<file path="src/gda_pkg.sv">
// ----------------------------------------------------------------------------
// gda_pkg: shared types and constants for the Gregorian date adder
// Sequencer states, action and error codes, and calendar helper functions.
// ----------------------------------------------------------------------------
package gda_pkg;

  // Stream payload widths, padded to whole bytes.
  localparam int S_DATA_W = 40;
  localparam int M_DATA_W = 24;

  // Working year register: holds year_in plus amount, or one past the limit.
  localparam int YEAR_W   = 17;
  localparam int REM_W    = 18;   // days left to add: up to 7 * 32767
  localparam int RES_W    = 9;    // year residue modulo 400

  localparam int MOD_BASE  = 400;
  localparam int MOD_STEPS = 8;
  localparam int STEP_W    = $clog2(MOD_STEPS);

  localparam logic [1:0] ACT_DAYS   = 2'd0;
  localparam logic [1:0] ACT_WEEKS  = 2'd1;
  localparam logic [1:0] ACT_MONTHS = 2'd2;
  localparam logic [1:0] ACT_YEARS  = 2'd3;

  localparam logic [1:0] ERR_NONE = 2'd0;
  localparam logic [1:0] ERR_DAY  = 2'd1;
  localparam logic [1:0] ERR_YEAR = 2'd2;

  localparam logic [3:0] MONTH_JAN = 4'd1;
  localparam logic [3:0] MONTH_FEB = 4'd2;
  localparam logic [3:0] MONTH_DEC = 4'd12;

  typedef enum logic [2:0] {
    ST_IDLE,
    ST_MOD,
    ST_CHECK,
    ST_DAYS,
    ST_MONTHS,
    ST_YFIX,
    ST_DONE
  } state_t;

  // Leap year from the year's residue modulo 400.
  function automatic logic leap_of(input logic [RES_W-1:0] res);
    return (res == 9'd0) ||
           ((res[1:0] == 2'd0) && (res != 9'd100) && (res != 9'd200) && (res != 9'd300));
  endfunction

  // Length of a month; zero for a month code outside 1..12.
  function automatic logic [4:0] month_days(input logic leap, input logic [3:0] m);
    logic [4:0] len;
    case (m)
      4'd1, 4'd3, 4'd5, 4'd7, 4'd8, 4'd10, 4'd12: len = 5'd31;
      4'd4, 4'd6, 4'd9, 4'd11:                    len = 5'd30;
      4'd2:                                       len = leap ? 5'd29 : 5'd28;
      default:                                    len = 5'd0;
    endcase
    return len;
  endfunction

endpackage

</file>
<file path="src/gda_mod400.sv">
// ----------------------------------------------------------------------------
// gda_mod400: iterative year residue unit
// Reduces a year modulo 400 by restoring compare and subtract, one multiple
// of 400 per cycle, starting from 400 * 128 and halving.
// ----------------------------------------------------------------------------
module gda_mod400 (
  input  logic                       clk,
  input  logic                       rst,
  input  logic                       start,
  input  logic [gda_pkg::YEAR_W-1:0] value,
  output logic                       done,
  output logic [gda_pkg::RES_W-1:0]  res
);
  import gda_pkg::*;

  logic [YEAR_W-1:0] acc;
  logic [STEP_W-1:0] step;
  logic              busy;
  logic [YEAR_W-1:0] sub;

  assign sub = YEAR_W'(MOD_BASE) << step;
  assign res = acc[RES_W-1:0];

  always_ff @(posedge clk) begin
    if (rst) begin
      busy <= 1'b0;
      done <= 1'b0;
    end else if (start) begin
      busy <= 1'b1;
      done <= 1'b0;
    end else begin
      done <= busy && (step == '0);
      if (busy && (step == '0)) begin
        busy <= 1'b0;
      end
    end
  end

  always_ff @(posedge clk) begin
    if (start) begin
      acc  <= value;
      step <= STEP_W'(MOD_STEPS - 1);
    end else if (busy) begin
      if (acc >= sub) begin
        acc <= acc - sub;
      end
      step <= step - 1'b1;
    end
  end

endmodule

</file>
<file path="src/gregorian_date_adder.sv">
// ----------------------------------------------------------------------------
// gregorian_date_adder: adds days, weeks, months or years to a date
// A small sequencer walks the calendar one month per cycle and uses an
// iterative modulo-400 unit for the leap rule.
//
//   Channel   Direction  Fields (lowest bit first)
//   s_        request    tuser: action; tdata: year_in, month_in, day_in, amount
//   m_        result     tuser: error_code; tdata: year_out, month_out, day_out
//
// Each request first takes the residue of the start year; then days and
// weeks step once per month boundary crossed, months step once per month
// added, and years take a second residue pass. The month stepping loop
// stops early once the year passes YEAR_MAX. s_tready is high only while
// the sequencer is idle. The result register holds a finished result until
// m_tready takes it, while the next request is already accepted. Reset is
// synchronous.
// ----------------------------------------------------------------------------
module gregorian_date_adder #(
  parameter int YEAR_MAX = 32767
) (
  input  logic                         clk,
  input  logic                         rst,
  input  logic                         s_tvalid,
  output logic                         s_tready,
  input  logic [gda_pkg::S_DATA_W-1:0] s_tdata,   // year_in, month_in, day_in, amount
  input  logic [1:0]                   s_tuser,   // action
  output logic                         m_tvalid,
  input  logic                         m_tready,
  output logic [gda_pkg::M_DATA_W-1:0] m_tdata,   // year_out, month_out, day_out
  output logic [1:0]                   m_tuser    // error_code
);
  import gda_pkg::*;

  localparam logic [YEAR_W-1:0] YMAX = YEAR_W'(YEAR_MAX);

  state_t state, state_next;

  // Captured request
  logic [1:0]  action;
  logic [14:0] year0;
  logic [3:0]  month0;
  logic [4:0]  day0;
  logic [14:0] amount;

  // Working date
  logic [YEAR_W-1:0] year;
  logic [3:0]        month;
  logic [4:0]        day;
  logic [RES_W-1:0]  res400;
  logic [REM_W-1:0]  rem;
  logic [14:0]       cnt;
  logic [1:0]        err;
  logic              pass;

  // Result register
  logic [14:0] year_out;
  logic [3:0]  month_out;
  logic [4:0]  day_out;
  logic [1:0]  error_code;

  logic              mod_start;
  logic [YEAR_W-1:0] mod_value;
  logic              mod_done;
  logic [RES_W-1:0]  mod_res;

  logic              accept;
  logic              out_free;
  logic              over;
  logic              bad_day;
  logic [4:0]        len_cur;
  logic [4:0]        left;
  logic              wrap;
  logic [3:0]        month_nx;
  logic [RES_W-1:0]  res_nx;
  logic [YEAR_W-1:0] year_nx;
  logic [4:0]        len_nx;
  logic [YEAR_W-1:0] year_sum;

  gda_mod400 u_mod (
    .clk   (clk),
    .rst   (rst),
    .start (mod_start),
    .value (mod_value),
    .done  (mod_done),
    .res   (mod_res)
  );

  assign accept   = s_tvalid && s_tready;
  assign out_free = !m_tvalid || m_tready;
  assign over     = year > YMAX;
  assign len_cur  = month_days(leap_of(res400), month);
  assign bad_day  = (day == 5'd0) || (day > len_cur);
  assign left     = len_cur - day;
  assign wrap     = month == MONTH_DEC;
  assign month_nx = wrap ? MONTH_JAN : month + 4'd1;
  assign res_nx   = !wrap ? res400 :
                    (res400 == RES_W'(MOD_BASE - 1)) ? '0 : res400 + 1'b1;
  assign year_nx  = year + YEAR_W'(wrap);
  assign len_nx   = month_days(leap_of(res_nx), month_nx);
  assign year_sum = year + YEAR_W'(amount);

  // Next state
  always_comb begin
    state_next = state;
    case (state)
      ST_IDLE: begin
        if (s_tvalid) state_next = ST_MOD;
      end
      ST_MOD: begin
        if (mod_done) state_next = pass ? ST_YFIX : ST_CHECK;
      end
      ST_CHECK: begin
        if (bad_day || over) begin
          state_next = ST_DONE;
        end else begin
          case (action)
            ACT_DAYS, ACT_WEEKS: state_next = ST_DAYS;
            ACT_MONTHS:          state_next = ST_MONTHS;
            default:             state_next = ST_MOD;
          endcase
        end
      end
      ST_DAYS: begin
        if (over || (rem == '0)) state_next = ST_DONE;
      end
      ST_MONTHS: begin
        if (over || (cnt == '0)) state_next = ST_DONE;
      end
      ST_YFIX: state_next = ST_DONE;
      ST_DONE: begin
        if (out_free) state_next = ST_IDLE;
      end
      default: state_next = ST_IDLE;
    endcase
  end

  // Control outputs
  always_comb begin
    s_tready  = 1'b0;
    mod_start = 1'b0;
    mod_value = YEAR_W'(s_tdata[14:0]);
    case (state)
      ST_IDLE: begin
        s_tready  = 1'b1;
        mod_start = s_tvalid;
      end
      ST_CHECK: begin
        mod_start = !bad_day && !over && (action == ACT_YEARS);
        mod_value = year_sum;
      end
      default: ;
    endcase
  end

  always_ff @(posedge clk) begin
    if (rst) begin
      state <= ST_IDLE;
    end else begin
      state <= state_next;
    end
  end

  // Working registers
  always_ff @(posedge clk) begin
    case (state)
      ST_IDLE: begin
        if (accept) begin
          action <= s_tuser;
          year0  <= s_tdata[14:0];
          month0 <= s_tdata[18:15];
          day0   <= s_tdata[23:19];
          amount <= s_tdata[38:24];
          year   <= YEAR_W'(s_tdata[14:0]);
          month  <= s_tdata[18:15];
          day    <= s_tdata[23:19];
          pass   <= 1'b0;
          err    <= ERR_NONE;
        end
      end
      ST_MOD: begin
        if (mod_done) res400 <= mod_res;
      end
      ST_CHECK: begin
        if (bad_day) begin
          err <= ERR_DAY;
        end else if (over) begin
          err <= ERR_YEAR;
        end else begin
          rem  <= (action == ACT_WEEKS) ? (REM_W'({amount, 3'b000}) - REM_W'(amount))
                                        : REM_W'(amount);
          cnt  <= amount;
          pass <= 1'b1;
          if (action == ACT_YEARS) year <= year_sum;
        end
      end
      ST_DAYS: begin
        if (over) begin
          err <= ERR_YEAR;
        end else if (rem != '0) begin
          // Either finish inside this month or jump to the first of the next.
          if (rem > REM_W'(left)) begin
            rem    <= rem - REM_W'(left) - 1'b1;
            day    <= 5'd1;
            month  <= month_nx;
            year   <= year_nx;
            res400 <= res_nx;
          end else begin
            day <= day + rem[4:0];
            rem <= '0;
          end
        end
      end
      ST_MONTHS: begin
        if (over) begin
          err <= ERR_YEAR;
        end else if (cnt != '0) begin
          cnt    <= cnt - 1'b1;
          month  <= month_nx;
          year   <= year_nx;
          res400 <= res_nx;
          if (day > len_nx) day <= len_nx;
        end
      end
      ST_YFIX: begin
        if (over) begin
          err <= ERR_YEAR;
        end else if ((month == MONTH_FEB) && (day == 5'd29) && !leap_of(res400)) begin
          day <= 5'd28;
        end
      end
      default: ;
    endcase
  end

  // Result register
  always_ff @(posedge clk) begin
    if (rst) begin
      m_tvalid <= 1'b0;
    end else if ((state == ST_DONE) && out_free) begin
      m_tvalid <= 1'b1;
    end else if (m_tready) begin
      m_tvalid <= 1'b0;
    end
  end

  always_ff @(posedge clk) begin
    if ((state == ST_DONE) && out_free) begin
      error_code <= err;
      if (err != ERR_NONE) begin
        year_out  <= year0;
        month_out <= month0;
        day_out   <= day0;
      end else begin
        year_out  <= year[14:0];
        month_out <= month;
        day_out   <= day;
      end
    end
  end

  assign m_tdata = {day_out, month_out, year_out};
  assign m_tuser = error_code;

endmodule

</file>
<file path="config.mk">
export PLATFORM = sky130hd
export DESIGN_NAME = gregorian_date_adder
export DESIGN_NICKNAME = d
export VERILOG_FILES = /design/src/gda_pkg.sv /design/src/gda_mod400.sv /design/src/gregorian_date_adder.sv
export SDC_FILE = /design/constraint.sdc
export NUM_CORES = 1
export LEC_CHECK = 0
export BUFFER_PORTS_ARGS = -buffer_cell sky130_fd_sc_hd__buf_2
export CAP_MARGIN = 10
export CORE_MARGIN = 2
export CORE_UTILIZATION = 40
export CTS_BUF_LIST = sky130_fd_sc_hd__clkbuf_8
export CTS_CLUSTER_DIAMETER = 30
export DETAILED_ROUTE_END_ITERATION = 7
export GPL_ROUTABILITY_DRIVEN = 0
export GPL_TIMING_DRIVEN = 0
export PLACE_DENSITY = 0.65
export SLEW_MARGIN = 15
export SYNTH_ARGS = -nofsm -noshare
export SYNTH_HDL_FRONTEND = slang
export SYNTH_SLANG_ARGS = --single-unit
export TNS_END_PERCENT = 20
</file>
<file path="constraint.sdc">
create_clock -name clk -period 6.43 [get_ports clk]
set_clock_uncertainty 0.1 [all_clocks]
set_input_delay 1.286 -clock clk [delete_from_list [all_inputs] [get_ports clk]]
set_output_delay 1.286 -clock clk [all_outputs]
set_load 0.005 [all_outputs]
</file>
==> results.py <==
metrics = {
    "critical_path": {
        "r2r_slack_ns": 0.52,
        "crit_top_cell": "o21ai_0",
        "critPathArrivalTime_ns": 5.98,
        "crit_required_ns": 6.51,
        "cpPeakStageDelay_ns": 0.59,
        "worst_setup_path_start_kind": "register",
        "endpoint_kind": "register",
        "r2r_cells": 20,
        "cp_slowest_cell": "or4b_2",
        "rr_startpoint": "res400[6]$_DFFE_PP_",
        "worstPathMaxFanout": 10,
        "path_cells": "clkbuf_1, nand2b_1, o21ai_0, or4b_2, o311ai_0, nor2_1, o21ai_0, ha_1, inv_1, fa_1, a21o_1, a21oi_1, xor2_1, ha_1, and4b_1, o21ai_0, a32oi_1, nor3_4, nor3b_4, buf_4",
        "worstSetupPathType": "reg2reg",
        "r2r_end": "year[11]$_DFFE_PP_",
    },
    "routing": {
        "avgRoutedWirePerCell_um": 19.3,
        "drc": 0,
        "via_per_inst": 5.76,
        "routed_wl_mm": 31.5,
        "ant_nets": 0,
        "vias": 9432,
        "drtIter0Drc": 1024,
        "dr.pass1.iters": 6,
    },
    "run_status": {
        "status": "complete, no violations",
    },
    "floorplan": {
        "start_util_pct": 40.5,
        "die_y_um": 172,
        "die_w_um": 172,
        "num_rows": 61,
        "fp.dieArea_sq_mm": 0.0295,
        "coreArea_sq_mm": 0.0278,
        "pin_count": 74,
    },
    "hold_path": {
        "hold_path_end": "m_tuser[1]$_DFFE_PP_",
        "worstHoldStart": "err[1]$_SDFFCE_PN0P_",
        "hold_path_class": "reg2reg",
        "hold_depth": 0,
    },
    "clock_tree": {
        "clkLatencyLatePin_ns": 0.47,
        "ctsHoldBuffers": 0,
        "clock-sinks": 164,
        "cts_root_buf": "clkbuf_8",
        "clkTransAtPathRegs_ns": 0.10,
        "cts_tree": "done",
        "cts_htree_levels": 4,
        "cts_resized": 0,
        "postCtsSetupRepairBufs": 0,
        "clk_path_buf_depth": 2,
        "numCtsBuffers": 17,
    },
    "grt": {
        "grtUsageTotal_pct": 21.7,
        "grt_max_degree": 26,
        "antenna_found_initial": 0,
        "grt_pass1_wl_mm": 49.1,
        "grt_pass1_vias": 9060,
        "gr-total-overflow": 0,
    },
    "synth": {
        "synth-main-ff-cell": "edfxtp_1",
        "synth_top_area_share_pct": 41.3,
        "ys_warn_count": 0,
        "synth-seq-cells": 164,
        "async_reset_ff_share_pct": 0,
        "ys_seq_area_share_pct": 42.9,
        "synth_edf_count": 155,
        "synth_cells": 1148,
        "ys_types": 78,
        "netlist_area_sq_mm": 0.0113,
        "synth_area_leaders": "edfxtp_1 41%, ha_1 8.7%, nand2_1 3.7%",
        "avgSynthCellArea_sq_um": 9.81,
        "syn_nets": 1276,
        "yosys.area.top_type": "edfxtp_1",
    },
    "placement": {
        "post-dp-hpwl_mm": 24.1,
        "io_buffers": 72,
        "place_ws_ns": 0.363,
    },
    "timing": {
        "final_hold_viol_count": 0,
        "timing.final.crit_share_pct": 91.9,
        "finalMaxSlewViolations": 0,
        "max_freq_ghz": 0.169,
        "slew_headroom_pct": 22.7,
        "rsz0062_at_grt": "no",
        "worst_slack_ns": 0.523,
        "layout_min_cycle_time_ns": 5.91,
        "tns_ns": 0,
        "setup_viol": 0,
        "tightestPinTransition_ns": 1.15,
    },
    "pwr": {
        "p_switching_mw": 2.28,
        "p_sw_share_pct": 44.0,
        "powerDensity_mw_per_mm2": 414,
        "p_int_mw": 2.91,
        "p_seq_share_pct": 33.3,
        "clkPwrFrac_pct": 13.5,
        "p_leak_nw": 4.75,
        "power.share.combinational_pct": 53.2,
        "ir_worst_vdd_mv": 0.163,
    },
    "job": {
        "maxCapViolCount": 0,
    },
    "final_layout": {
        "nFillCells": 2742,
        "register_area_sq_mm": 0.00483,
        "fin_nets": 1374,
        "areaGrowthSynthToFinish_pct": 11.4,
        "multi_input_area_sq_mm": 0.00608,
        "drive_gt1_share_pct": 13.0,
        "diodes": 0,
    },
}
## layer usage
| layer | global-route usage [%] | vias to the layer above | part of all wire, % |
|---|---|---|---|
| met2 | 34.6 | 356 | 45 |
| met4 | 8.48 | 0 | 2.8 |
| met1 | 29.9 | 4488 | 45 |
| met5 | 0 | - | 0 |
| met3 | 3.11 | 50 | 7.1 |
| li1 | - | 4538 | - |
## flip-flops by register name, summed over array words and instances, names as in the netlist, 9 cells and up
name	flops
rem	18
u_mod.acc	17
year	17
amount	15
cnt	15
year0	15
year_out	15
res400	9
## worst max-delay path by stage
stage	cells after the start	endpoint	startpoint
final	20	year[11]$_DFFE_PP_	res400[6]$_DFFE_PP_
after CTS	20	year[12]$_DFFE_PP_	res400[6]$_DFFE_PP_
after global routing	20	year[12]$_DFFE_PP_	res400[6]$_DFFE_PP_
after floorplan	10	rem[0]$_DFFE_PP_	month[0]$_DFFE_PP_
after global placement	10	rem[16]$_DFFE_PP_	month[0]$_DFFE_PP_
after detailed placement	20	year[9]$_DFFE_PP_	res400[6]$_DFFE_PP_
## metrics by stage
step	area [sq um]	utilization [%]	hold WS (ns)	std cells	power, mW
after detailed placement	12200	43.9	0.435	1605	4.46
after CTS	12500	45.1	0.455	1637	5.17
after floorplan	11300	-	0.351	1148	3.73
final	12500	45.1	0.451	1637	5.19
after global routing	12500	45.1	0.461	1637	5.58
after global placement	12100	43.5	0.430	1598	4.39
## power by group through the flow
stage	clock network, mW	logic, mW	registers [mW]
floorplan	0	2.08	1.65
global placement	0	2.64	1.75
detailed placement	0	2.71	1.75
CTS	0.708	2.74	1.72
global route	0.747	3.08	1.75
finish	0.700	2.76	1.73
## critical path: cells and delay by family, from the launching register on
| family | cells | cell delay (ns) |
|---|---|---|
| AO/OA/AOI/OAI | 7 | 1.63 |
| XOR/XNOR | 1 | 0.10 |
| adder cells (fa/ha/maj) | 3 | 1.01 |
| buffers and inverters | 3 | 0.68 |
| flip-flops | 1 | 0.33 |
| AND/OR/NAND/NOR | 6 | 1.76 |
## layout by cell type (no fill, tap or decap), drive strengths merged, types with 10 or more instances in the layout
master	n
nand4	16
or3	10
a22oi	14
a31oi	14
o21ai	64
mux2	25
o211ai	11
a211oi	14
nand3	39
nand2	110
nor2b	11
nor3	29
clkbuf	56
a21o	21
buf	83
nor2	92
o21a	15
edfxtp	155
ha	78
inv	61
a21oi	75
xor2	32
xnor2	44
or4	11
## cell usage after synthesis, drive strengths merged, types with 9 or more instances
cell / n
edfxtp: 155
nand2: 110
nor2: 92
ha: 78
a21oi: 75
o21ai: 64
inv: 56
xnor2: 44
nand3: 39
clkbuf: 38
xor2: 32
nor3: 29
mux2: 25
a21o: 21
nand4: 16
o21a: 15
a211oi: 14
a22oi: 14
a31oi: 14
nor2b: 11
o211ai: 11
or4: 11
or3: 10
dfxtp: 9
nor3b: 9
nor4: 9
o31ai: 9
## area by class of cell
| class | instances | area share (%) |
|---|---|---|
| Sequential cell | 164 | 38.5 |
| Clock inverter | 14 | 0.838 |
| Clock buffer | 18 | 1.98 |
| Buffer | 42 | 1.33 |
| Tap cell | 378 | 3.77 |
| Timing Repair Buffer | 79 | 3.37 |
| Inverter | 57 | 1.71 |
| Multi-Input combinational cell | 885 | 48.5 |
## logic make-up (layout without fill, tap and decap cells)
family	count (synthesis)	in the layout	share of synthesized area [%]
simple gates	385	385	17.1
compound gates	311	311	18.3
flops	164	164	42.9
buf+inv	99	210	3.38
fa+ha+maj	82	82	9.38
xor+xnor	76	76	5.91
mux	31	31	3.03
Power figures use the tool's default switching activity.
